<file path="config.mk">
export PLATFORM = sky130hd
export DESIGN_NAME = clifford_tableau_gate_update_core
export DESIGN_NICKNAME = d
export VERILOG_FILES = /design/src/ctgu_pkg.sv /design/src/ctgu_update.sv /design/src/clifford_tableau_gate_update_core.sv
export SDC_FILE = /design/constraint.sdc
export NUM_CORES = 1
export LEC_CHECK = 0
export BUFFER_PORTS_ARGS = -buffer_cell sky130_fd_sc_hd__clkbuf_2
export CAP_MARGIN = 20
export CORE_AREA = 2 2 313 377
export DETAILED_ROUTE_END_ITERATION = 16
export DIE_AREA = 0 0 315 379
export GPL_TIMING_DRIVEN = 0
export PLACE_DENSITY = 0.58
export SETUP_SLACK_MARGIN = 0.2
export SYNTH_ARGS = -nofsm -noshare
export SYNTH_HDL_FRONTEND = slang
export SYNTH_HIERARCHICAL = 1
export SYNTH_SLANG_ARGS = --single-unit
</file>
<file path="constraint.sdc">
create_clock -name i_clk -period 30.7 [get_ports i_clk]
set_clock_uncertainty 0.1 [all_clocks]
set_input_delay 1.535 -clock i_clk [delete_from_list [all_inputs] [get_ports i_clk]]
set_output_delay 1.535 -clock i_clk [all_outputs]
set_load 0.05 [all_outputs]
</file>
<file path="src/ctgu_pkg.sv">
// shared types and constants for the clifford tableau gate update core
// lane width, stream widths, gate codes and the word structs used by the core and its checker
// no dependencies
`default_nettype none

package ctgu_pkg;

    // tableau rows handled per word
    localparam int LANE_BITS = 64;

    // gate selector width on tuser
    localparam int GATE_BITS = 5;

    // stream payload sizes, padded up to whole bytes
    localparam int IN_FIELD_BITS  = 5 * LANE_BITS;
    localparam int OUT_FIELD_BITS = 4 * LANE_BITS;
    localparam int IN_TDATA_BITS  = ((IN_FIELD_BITS + 7) / 8) * 8;
    localparam int OUT_TDATA_BITS = ((OUT_FIELD_BITS + 7) / 8) * 8;

    typedef logic [LANE_BITS-1:0] t_lane;

    // gate codes; fused names apply the rightmost gate first
    typedef enum logic [GATE_BITS-1:0] {
        GATE_I    = 5'd0,
        GATE_H    = 5'd1,
        GATE_S    = 5'd2,
        GATE_Z    = 5'd3,
        GATE_R    = 5'd4,
        GATE_X    = 5'd5,
        GATE_Y    = 5'd6,
        GATE_HX   = 5'd7,
        GATE_SX   = 5'd8,
        GATE_RX   = 5'd9,
        GATE_HZ   = 5'd10,
        GATE_HY   = 5'd11,
        GATE_SH   = 5'd12,
        GATE_RH   = 5'd13,
        GATE_HS   = 5'd14,
        GATE_HR   = 5'd15,
        GATE_HSX  = 5'd16,
        GATE_HRX  = 5'd17,
        GATE_SHY  = 5'd18,
        GATE_RHY  = 5'd19,
        GATE_HSH  = 5'd20,
        GATE_HRH  = 5'd21,
        GATE_RHS  = 5'd22,
        GATE_SHR  = 5'd23,
        GATE_CNOT = 5'd24,
        GATE_CZ   = 5'd25
    } t_gate_code;

    // one input word: gate plus the five tableau column slices
    typedef struct packed {
        t_gate_code gate;
        t_lane      tx;
        t_lane      tz;
        t_lane      cx;
        t_lane      cz;
        t_lane      ph;
    } t_gate_in;

    // one result word
    typedef struct packed {
        t_lane tx;
        t_lane tz;
        t_lane cz;
        t_lane ph;
    } t_gate_out;

endpackage

`default_nettype wire

</file>
<file path="src/ctgu_update.sv">
// per-row clifford gate update of one tableau word, pure combinational
// depends on ctgu_pkg for the gate codes and word structs
`default_nettype none

module ctgu_update
    import ctgu_pkg::*;
(
    input  t_gate_in  i_word,
    output t_gate_out o_word
);

    t_lane x, z, cx, cz, r;

    assign x  = i_word.tx;
    assign z  = i_word.tz;
    assign cx = i_word.cx;
    assign cz = i_word.cz;
    assign r  = i_word.ph;

    // gate decode, every row bit handled on its own
    always_comb begin
        o_word.tx = x;
        o_word.tz = z;
        o_word.cz = cz;
        o_word.ph = r;
        case (i_word.gate)
            GATE_I: begin
            end
            GATE_H: begin
                o_word.tx = z;      o_word.tz = x;      o_word.ph = r ^ (x & z);
            end
            GATE_S: begin
                o_word.tz = x ^ z;  o_word.ph = r ^ (x & z);
            end
            GATE_Z: begin
                o_word.ph = r ^ x;
            end
            GATE_R: begin
                o_word.tz = x ^ z;  o_word.ph = r ^ (x & ~z);
            end
            GATE_X: begin
                o_word.ph = r ^ z;
            end
            GATE_Y: begin
                o_word.ph = r ^ x ^ z;
            end
            GATE_HX: begin
                o_word.tx = z;      o_word.tz = x;      o_word.ph = r ^ (~x & z);
            end
            GATE_SX: begin
                o_word.tz = x ^ z;  o_word.ph = r ^ (~x & z);
            end
            GATE_RX: begin
                o_word.tz = x ^ z;  o_word.ph = r ^ (x | z);
            end
            GATE_HZ: begin
                o_word.tx = z;      o_word.tz = x;      o_word.ph = r ^ (x & ~z);
            end
            // phase flips on x or z here
            GATE_HY: begin
                o_word.tx = z;      o_word.tz = x;      o_word.ph = r ^ (x | z);
            end
            GATE_SH: begin
                o_word.tx = z;      o_word.tz = x ^ z;
            end
            GATE_RH: begin
                o_word.tx = z;      o_word.tz = x ^ z;  o_word.ph = r ^ z;
            end
            GATE_HS: begin
                o_word.tx = x ^ z;  o_word.tz = x;      o_word.ph = r ^ x;
            end
            GATE_HR: begin
                o_word.tx = x ^ z;  o_word.tz = x;
            end
            GATE_HSX: begin
                o_word.tx = x ^ z;  o_word.tz = x;      o_word.ph = r ^ x ^ z;
            end
            GATE_HRX: begin
                o_word.tx = x ^ z;  o_word.tz = x;      o_word.ph = r ^ z;
            end
            GATE_SHY: begin
                o_word.tx = z;      o_word.tz = x ^ z;  o_word.ph = r ^ x ^ z;
            end
            GATE_RHY: begin
                o_word.tx = z;      o_word.tz = x ^ z;  o_word.ph = r ^ x;
            end
            GATE_HSH: begin
                o_word.tx = x ^ z;  o_word.ph = r ^ (~x & z);
            end
            GATE_HRH: begin
                o_word.tx = x ^ z;  o_word.ph = r ^ (x & z);
            end
            GATE_RHS: begin
                o_word.tx = x ^ z;  o_word.ph = r ^ (x | z);
            end
            GATE_SHR: begin
                o_word.tx = x ^ z;  o_word.ph = r ^ (x & ~z);
            end
            // control drives x onto the target, target z back onto the control
            GATE_CNOT: begin
                o_word.ph = r ^ (cx & z & ~(x ^ cz));
                o_word.tx = x ^ cx;
                o_word.cz = cz ^ z;
            end
            GATE_CZ: begin
                o_word.ph = r ^ (cx & x & (cz ^ z));
                o_word.tz = z ^ cx;
                o_word.cz = cz ^ x;
            end
            // unused codes pass the word through
            default: begin
            end
        endcase
    end

endmodule

`default_nettype wire

</file>
<file path="src/clifford_tableau_gate_update_core.sv">
// an accepted input word is registered in the input stage, passes the gate logic and is
// registered again in the result stage before it shows as a valid result word
// throughput: one word per cycle while the result side does not stall, set by the input and result register stages
// backpressure on the result side holds both stages; ready chains back through them
// reset (synchronous, active low) clears only the two stage valid flags
// top level of the clifford tableau gate update core
// depends on ctgu_pkg and ctgu_update
`default_nettype none

module clifford_tableau_gate_update_core
    import ctgu_pkg::*;
(
    input  wire logic                      i_clk,
    input  wire logic                      i_rst_n,
    // input stream
    input  wire logic                      i_s_axis_tvalid,
    output logic                           o_s_axis_tready,
    // tdata from bit 0: target_x_word, target_z_word, control_x_word,
    // control_z_word, phase_word
    input  wire logic [IN_TDATA_BITS-1:0]  i_s_axis_tdata,
    // tuser: gate_code
    input  wire logic [GATE_BITS-1:0]      i_s_axis_tuser,
    // result stream
    output logic                           o_m_axis_tvalid,
    input  wire logic                      i_m_axis_tready,
    // tdata from bit 0: new_target_x, new_target_z, new_control_z, new_phase
    output logic [OUT_TDATA_BITS-1:0]      o_m_axis_tdata
);

    logic      r_in_valid;
    t_gate_in  r_in;
    t_gate_in  n_in;
    logic      r_out_valid;
    t_gate_out r_out;
    t_gate_out w_result;
    logic      w_in_load;
    logic      w_out_load;

    // stage advance: a stage loads when it is empty or its content moves on
    assign w_out_load      = !r_out_valid || i_m_axis_tready;
    assign w_in_load       = !r_in_valid || w_out_load;
    assign o_s_axis_tready = w_in_load;

    // unpack the incoming word
    always_comb begin
        n_in.gate = t_gate_code'(i_s_axis_tuser);
        n_in.tx   = i_s_axis_tdata[0*LANE_BITS +: LANE_BITS];
        n_in.tz   = i_s_axis_tdata[1*LANE_BITS +: LANE_BITS];
        n_in.cx   = i_s_axis_tdata[2*LANE_BITS +: LANE_BITS];
        n_in.cz   = i_s_axis_tdata[3*LANE_BITS +: LANE_BITS];
        n_in.ph   = i_s_axis_tdata[4*LANE_BITS +: LANE_BITS];
    end

    // input register stage
    always_ff @(posedge i_clk) begin
        if (!i_rst_n) begin
            r_in_valid <= 1'b0;
        end else if (w_in_load) begin
            r_in_valid <= i_s_axis_tvalid;
        end
    end

    always_ff @(posedge i_clk) begin
        if (w_in_load && i_s_axis_tvalid) begin
            r_in <= n_in;
        end
    end

    // gate logic between the two stages
    ctgu_update u_update (
        .i_word (r_in),
        .o_word (w_result)
    );

    // result register stage
    always_ff @(posedge i_clk) begin
        if (!i_rst_n) begin
            r_out_valid <= 1'b0;
        end else if (w_out_load) begin
            r_out_valid <= r_in_valid;
        end
    end

    always_ff @(posedge i_clk) begin
        if (w_out_load && r_in_valid) begin
            r_out <= w_result;
        end
    end

    // pack the result word, zero fill to the byte boundary
    assign o_m_axis_tvalid = r_out_valid;
    assign o_m_axis_tdata  = OUT_TDATA_BITS'({r_out.ph, r_out.cz, r_out.tz, r_out.tx});

endmodule

`default_nettype wire

</file>
==> summary.txt, run 1 <==
======================================================================================
Status ..................................................................    completed
Setup crit end kind .....................................................     register
Final critical delay including setup and external delays ................      3830 ps
Fin area ................................................................    42400 um2
Number of remaining DRC errors ..........................................            0
Nets ....................................................................         4387
First-pass iteration count of the detailed router .......................           13
Cell types with the largest area share after synthesis .................. sky130_fd_sc_hd__edfxtp_1 (51%), sky130_fd_sc_hd__ha_1 (9.3%), sky130_fd_sc_hd__xnor2_1 (4.9%)
Setup repair after global routing missed its margin .....................        false
Detailed placement HPWL .................................................    110000 um
Max Cap Violations ......................................................            0
Number of buffers created by CTS ........................................           70
Number of vias per cell after detailed routing ..........................         5.65
Worst slew margin relative to its limit .................................        0.181
Height of the chip ......................................................       379 um
Critical path destination ............................................... o_m_axis_tdata[227]$_DFFE_PP_
Final-report max-slew violation count ...................................            0
Number of failing hold endpoints at the final stage .....................            0
#FFs+latches synth ......................................................          583
Setup Buffers After CTS .................................................            0
Share of final-layout standard cells stronger than drive strength 1 .....        0.213
First-iteration detailed-routing DRC count ..............................         4062
Areal power density over the cells ......................................  55.2 nW/um2
Antenna violations before repair ........................................           25
Mean Syn Cell Area ......................................................     11.1 um2
Share of the clock period used by the worst path ........................        0.125
R2R Path End ............................................................ o_m_axis_tdata[227]$_DFFE_PP_
Cts hold-fix bufs .......................................................            0
Type of origin of the critical path .....................................     register
Number of global-route vias before repair ...............................        29100
Crit. path cell count ...................................................            8
Worst reg2reg path depth ................................................            8
Placement Setup Slack ...................................................     26520 ps
Proportion of synthesized chip area in sequential cells .................        0.507
Final total power .......................................................      2340 uW
Most common cell type on the critical path .............................. sky130_fd_sc_hd__o221ai_1
Wire length of the first global-routing pass ............................    210000 um
Reg-to-reg critical path startpoint ..................................... r_in[323]$_DFFE_PP_
Most frequently used cell type in the post-synthesis netlist ............ sky130_fd_sc_hd__edfxtp_1
Post-synthesis cell type with the largest combined area ................. sky130_fd_sc_hd__edfxtp_1
IR Drop Worst-Case VDD ..................................................      38.4 uV
Latest clock arrival within the worst-skew pair .........................       700 ps
Master of the slowest instance on the critical path ..................... sky130_fd_sc_hd__a22oi_2
Transition time at the pin with the least slew margin ...................      1230 ps
Peak per-stage delay on the critical path ...............................       870 ps
Nets in the synthesized netlist .........................................         3695
CTS tree ................................................................          yes
Cells along the critical path ........................................... buf_4, nor3b_1, a22oi_2, clkbuf_1, o221ai_1, a21oi_1, a31oi_1, o221ai_1
Max clock buf depth .....................................................            3
Overall routed net length ...............................................    153000 um
Post-synth EDFFs ........................................................          581
Max FO, Critical Path ...................................................           10
Fin Setup TNS ...........................................................         0 ps
Maximum number of pins on one net before global-route repair ............           36
Port Buffer Count .......................................................          586
Leading post-synthesis cells by instance count .......................... sky130_fd_sc_hd__edfxtp_1 (581), sky130_fd_sc_hd__nand2_1 (325), sky130_fd_sc_hd__ha_1 (256)
Number of clock sinks seen by CTS .......................................          583
Final Wtd Congestion ....................................................        0.874
Type of the worst setup path ............................................      reg2reg
Critical Path RT ........................................................     31040 ps
Leakage power ...........................................................    0.0169 uW
Number of resized instances in the post-cts repair step .................            0
GR Overflow Total .......................................................            0
Clock transition at the registers of the reported paths .................        60 ps
Count of standard-cell rows .............................................          137
Count of antenna-violating nets left after detailed routing .............            0
Buf+Inv Stages, Crit Path ...............................................            2
Starting utilization of the core area ...................................        0.298
Avg WL per Cell .........................................................      28.3 um
Async set-or-reset flop fraction in the synthesized netlist .............            0
Die Footprint ...........................................................   119000 um2
Post-Syn Area ...........................................................    34500 um2
Core Region .............................................................   116000 um2
Post-synthesis instance total ...........................................         3110
Via total after detailed routing ........................................        30500
Root buffer selected by CTS ............................................. sky130_fd_sc_hd__clkbuf_16
Peak Freq ...............................................................      261 MHz
Number of distinct standard cells referenced by the synthesized netlist .           58
Class of the tightest hold or removal check .............................      reg2reg
Top FF cell, synth ...................................................... sky130_fd_sc_hd__edfxtp_1
Crit path from .......................................................... r_in[323]$_DFFE_PP_
Critical path data arrival time .........................................      4170 ps
Reg2Reg Setup Slack .....................................................     26870 ps
Total routing usage reported by global routing ..........................        0.246
Yosys Warn Count ........................................................            6
Number of levels the H-tree was split into ..............................            3
Horizontal extent of the die ............................................       315 um
Crit path setup slack, layout ...........................................     26870 ps
Kind of cell with the highest combined delay on the critical path ....... compound AO/OA/AOI/OAI gates
Area after DPL ..........................................................    40000 um2
Area growth from synthesis to layout ....................................        22.8%
I/O Pins ................................................................          587
Setup violators final ...................................................            0
Tightest hold margin ....................................................       434 ps
Area fraction of the dominant cell type after synthesis .................        0.506
======================================================================================
-- logic make-up after synthesis --
logic type,after synthesis,synth area share
AO/OA/AOI/OAI,797,0.165
XOR/XNOR,321,0.0815
adder cells (fa/ha/maj),256,0.0928
buffers and inverters,467,0.0559
flip-flops,583,0.507
multiplexers,2,0.000580
AND/OR/NAND/NOR,684,0.0976
-- how the worst min path moves through the flow --
stage | slack [ps] | startpoint | depth (start not counted) | to
global route | 480 | o_m_axis_tvalid$_SDFFE_PN0P_ | 2 | r_in_valid$_SDFFE_PN0P_
global placement | 420 | r_in_valid$_SDFFE_PN0P_ | 2 | r_in_valid$_SDFFE_PN0P_
detailed placement | 430 | o_m_axis_tvalid$_SDFFE_PN0P_ | 2 | r_in_valid$_SDFFE_PN0P_
CTS | 440 | o_m_axis_tvalid$_SDFFE_PN0P_ | 2 | r_in_valid$_SDFFE_PN0P_
floorplan | 430 | r_in_valid$_SDFFE_PN0P_ | 1 | o_m_axis_tvalid$_SDFFE_PN0P_
finish | 430 | o_m_axis_tvalid$_SDFFE_PN0P_ | 2 | r_in_valid$_SDFFE_PN0P_
-- cell usage in the layout, fill, tap and decap left out, types with 66 or more instances in the layout --
master	n
sky130_fd_sc_hd__or3_1	66
sky130_fd_sc_hd__clkbuf_2	586
sky130_fd_sc_hd__a31oi_1	127
sky130_fd_sc_hd__nand2_1	325
sky130_fd_sc_hd__a222oi_1	128
sky130_fd_sc_hd__clkbuf_16	71
sky130_fd_sc_hd__clkbuf_1	185
sky130_fd_sc_hd__inv_1	195
sky130_fd_sc_hd__xor2_1	128
sky130_fd_sc_hd__o221ai_1	129
sky130_fd_sc_hd__nor2_1	67
sky130_fd_sc_hd__nand4_1	128
sky130_fd_sc_hd__ha_1	256
sky130_fd_sc_hd__a21oi_1	68
sky130_fd_sc_hd__edfxtp_1	581
sky130_fd_sc_hd__xnor2_1	193
sky130_fd_sc_hd__o21ai_0	193
-- per-layer routing --
layer	GRT usage	wire [um]	up-vias
met4	0.113	6910	12
met5	0	75	-
met2	0.398	70800	1941
met3	0.0518	14200	359
met1	0.314	60500	14800
li1	-	-	13400
-- power breakdown --
| part | total, uW | leakage, uW | switching [uW] | internal [uW] |
|---|---|---|---|---|
| combinational | 485 | 0.0102 | 335 | 150 |
| sequential | 990 | 0.00560 | 45.7 | 945 |
| clock | 862 | 0.00112 | 367 | 495 |
-- state kept, by name (all words and copies together) (netlist names) --
signal and count:
r_in 325, r_in_valid 1, o_m_axis_tvalid 1, o_m_axis_tdata 256
-- layout make-up --
class | instances | area [um2]
multi-input cells | 2060 | 15100
repair buffers | 620 | 3590
diodes | 10 | 25.0
flip-flops and latches | 583 | 17500
well taps | 1529 | 1910
plain buffers | 272 | 1190
clock buffers | 76 | 1800
clock inverters | 47 | 512
inverters | 195 | 732
fillers | 11500 | 73300
-- tightest hold or removal path: cells and delay by family, from the launching register on --
family,cells,cell delay (ps)
compound gates,1,60
flops,1,340
simple gates,1,90
-- metrics by stage --
step | util | std cells
final | 0.366 | 5392
after global routing | 0.366 | 5390
after CTS | 0.366 | 5382
after detailed placement | 0.346 | 5259
after global placement | 0.340 | 5225
after floorplan | - | 3110
(Power assumes the default switching activity.)
==> run 2: changes to the inputs <==
ABC_AREA = 1   (was not set)
CORE_AREA = 2 2 318 383   (was 2 2 313 377)
DIE_AREA = 0 0 320 385   (was 0 0 315 379)
PLACE_DENSITY = 0.59   (was 0.58)
clock period = 3.5 ns   (was 30.7 ns; I/O delays follow)
==> run 2 against run 1 <==
Net effect:
- synthesized cell count rose by 30%
- critical path type unchanged
- non-clock buffer count up 239
- setup slack got worse by 27000 ps
- first-iteration DRC count down 11%
- synthesized area increased by 3.5%
- fmax increased by 16%
- critical path depth grew 4
- clock power grew to 8.6 times the previous value
==> summary.txt, run 2 <==
======================================================================================
Post-synthesis cell type with the largest combined area ................. sky130_fd_sc_hd__edfxtp_1
Largest register by flop count ..........................................         r_in
Status ..................................................................    completed
Leading post-synthesis cells by instance count .......................... sky130_fd_sc_hd__nand2_1 (1363), sky130_fd_sc_hd__edfxtp_1 (581), sky130_fd_sc_hd__nand3_1 (450)
Cell-internal power .....................................................     14000 uW
Setup violators final ...................................................            0
Transition time at the pin with the least slew margin ...................      1040 ps
Total routing usage reported by global routing ..........................        0.249
Latest clock arrival within the worst-skew pair .........................       690 ps
Number of levels the H-tree was split into ..............................            3
Number of distinct standard cells referenced by the synthesized netlist .           30
Count of antenna-violating nets left after detailed routing .............            0
Final-report max-slew violation count ...................................            0
Post-synthesis compound-gate area fraction ..............................       0.0263
Final critical delay including setup and external delays ................      3300 ps
First-iteration detailed-routing DRC count ..............................         3612
Number of clock sinks seen by CTS .......................................          583
Overall routed net length ...............................................    160000 um
Combinational family with the most area after synthesis ................. simple AND/OR/NAND/NOR gates
Post-synth EDFFs ........................................................          581
Clock transition at the registers of the reported paths .................        70 ps
#FFs+latches synth ......................................................          583
Leading cell type in the layout, fill and taps excluded ................. sky130_fd_sc_hd__nand2_1
Count of standard-cell rows .............................................          139
Critical path data arrival time .........................................      3550 ps
Peak Freq ...............................................................      303 MHz
Area fraction in and, or, nand and nor cells after synthesis ............        0.315
Buf+Inv Stages, Crit Path ...............................................            2
Part of the power in combinational logic ................................        0.229
Type of the worst setup path ............................................      reg2reg
Share of final-layout standard cells stronger than drive strength 1 .....        0.193
Starting utilization of the core area ...................................        0.299
Max FO, Critical Path ...................................................           10
Avg WL per Cell .........................................................      23.9 um
Proportion of synthesized chip area in sequential cells .................        0.490
Via total after detailed routing ........................................        35200
Cell types with the largest area share after synthesis .................. sky130_fd_sc_hd__edfxtp_1 (49%), sky130_fd_sc_hd__nand2_1 (14%), sky130_fd_sc_hd__ha_1 (9.0%)
Async set-or-reset flop fraction in the synthesized netlist .............            0
Switching Share .........................................................        0.333
Number of vias per cell after detailed routing ..........................         5.28
Commonest cells after routing, fill and taps aside ...................... sky130_fd_sc_hd__nand2_1 (1362), sky130_fd_sc_hd__clkbuf_2 (599), sky130_fd_sc_hd__edfxtp_1 (581)
Area fraction of the dominant cell type after synthesis .................        0.489
Antenna violations before repair ........................................           16
CTS tree ................................................................          yes
Worst slew margin relative to its limit .................................        0.305
First-pass iteration count of the detailed router .......................            7
Yosys Warn Count ........................................................            6
Area growth from synthesis to layout ....................................        31.1%
Max reg flops ...........................................................          325
Crit path setup slack, layout ...........................................       199 ps
Horizontal extent of the die ............................................       320 um
Number of global-route vias before repair ...............................        33500
Class of the tightest hold or removal check .............................       in2reg
Areal power density over the cells ......................................   447 nW/um2
Max clock buf depth .....................................................            3
Number of remaining DRC errors ..........................................            0
Post-Syn Area ...........................................................    35700 um2
Root buffer selected by CTS ............................................. sky130_fd_sc_hd__clkbuf_16
Nets in the synthesized netlist .........................................         4627
IR Drop Worst-Case VDD ..................................................       306 uV
I/O Pins ................................................................          587
Cells along the critical path ........................................... nor2_1, nand3_1, nand3_1, buf_2, buf_2, nand2_1, nand2_1, nor2_1, nand3_1, nand2_1, nand3_1, nand4_1
Kind of cell with the highest combined delay on the critical path ....... simple AND/OR/NAND/NOR gates
Mean Syn Cell Area ......................................................     8.83 um2
Nets ....................................................................         5646
Number of failing hold endpoints at the final stage .....................            0
Core occupancy in the finished layout ...................................        0.392
Sequential share of power ...............................................        0.418
Critical Path RT ........................................................      3740 ps
Placement Setup Slack ...................................................     -13.3 ps
Setup crit end kind .....................................................     register
Adder-cell share of the synthesized area ................................       0.0897
Setup repair after global routing missed its margin .....................         true
Most common cell type on the critical path .............................. sky130_fd_sc_hd__nand3_1
Detailed placement HPWL .................................................    111000 um
XOR/XNOR share of the synthesized area ..................................       0.0199
Post-synthesis instance total ...........................................         4042
Top FF cell, synth ...................................................... sky130_fd_sc_hd__edfxtp_1
Clk network pwr share ...................................................        0.353
Multiplexer share of the synthesized area ...............................            0
Wire length of the first global-routing pass ............................    223000 um
Height of the chip ......................................................       385 um
Core Region .............................................................   119000 um2
Maximum number of pins on one net before global-route repair ............           42
GR Overflow Total .......................................................            0
Switching Power .........................................................      6970 uW
Die Footprint ...........................................................   123000 um2
Number of buffers created by CTS ........................................           70
Master of the slowest instance on the critical path ..................... sky130_fd_sc_hd__buf_2
Peak per-stage delay on the critical path ...............................       520 ps
Port Buffer Count .......................................................          586
Final Wtd Congestion ....................................................        0.901
Most frequently used cell type in the post-synthesis netlist ............ sky130_fd_sc_hd__nand2_1
Type of origin of the critical path .....................................     register
Max Cap Violations ......................................................            0
Leakage power ...........................................................    0.0204 uW
Share of the clock period used by the worst path ........................        0.943
======================================================================================
-- run 2: cell types whose count changed in the layout (fill, tap and decap cells not counted), sizes merged, moves of 128 or more --
cell and delta:
xnor2 -129, nand2 +1038, nand3 +451, dlygate4sd3 +328
o21ai -193, o221ai -129, inv +147, or2 +173
nand4 +258, a222oi -128
-- run 2: cell families (layout without fill, tap and decap cells) --
logic type      Yosys count  after routing
simple gates           2459           2459
flops                   583            583
buf+inv                 525           1596
fa+ha+maj               256            256
compound gates          138            138
xor+xnor                 81             81
other cells               0             10
-- run 2: final timing paths --
check                          startpoint  slack, ps                            end  cells after the start
min                   i_s_axis_tdata[306]        100             r_in[50]$_DFFE_PP_                      2
max reg2reg           r_in[320]$_DFFE_PP_        200  o_m_axis_tdata[215]$_DFFE_PP_                     12
min reg2reg  o_m_axis_tvalid$_SDFFE_PN0P_        420   o_m_axis_tvalid$_SDFFE_PN0P_                      2
max                   r_in[320]$_DFFE_PP_        200  o_m_axis_tdata[215]$_DFFE_PP_                     12
-- run 2: layer usage --
layer | wire, um | vias up | track usage | share of wire
li1 | - | 16100 | - | -
met1 | 61700 | 16700 | 0.302 | 0.39
met2 | 74000 | 1969 | 0.407 | 0.46
met3 | 13200 | 499 | 0.0484 | 0.083
met4 | 10800 | 12 | 0.160 | 0.067
met5 | 75 | - | 0 | 0.00047
-- run 2: layout make-up --
type | instances | area (um2)
inverters | 341 | 1280
clock buffers | 77 | 1800
diodes | 10 | 25.0
repair buffers | 947 | 6830
flip-flops and latches | 583 | 17500
multi-input cells | 2934 | 16100
well taps | 1551 | 1940
plain buffers | 184 | 870
fillers | 11800 | 72500
clock inverters | 47 | 439
-- run 2: what timing repair did --
action,4_1_cts,5_1_grt
setup buffers,7,0
pin swaps,2,0
gates resized for setup,8,25
hold buffers,328,0
hold endpoints to repair,335,0
endpoints found under the setup margin,133,58
-- run 2: power groups by stage --
stage	registers [uW]	logic [uW]	clock network, uW
after detailed placement	8900	4370	0
after CTS	8760	4720	7570
after global routing	8810	5120	7800
after floorplan	9550	1960	0
final	8760	4790	7400
after global placement	9000	4240	0
-- run 2: through the flow --
step / total power, uW / hold WS, ps / cell area [um2] / TNS, ps / cells
2_1_floorplan: 11500 / 174 / 35700 / -1319260 / 4042
5_1_grt: 21700 / 72.6 / 46800 / 0 / 6669
3_3_place_gp: 13200 / 252 / 40600 / -3035360 / 6179
4_1_cts: 21100 / 36.6 / 46700 / 0 / 6664
6_report: 20900 / 101 / 46800 / 0 / 6674
3_5_place_dp: 13300 / 254 / 41200 / -13.3 / 6205
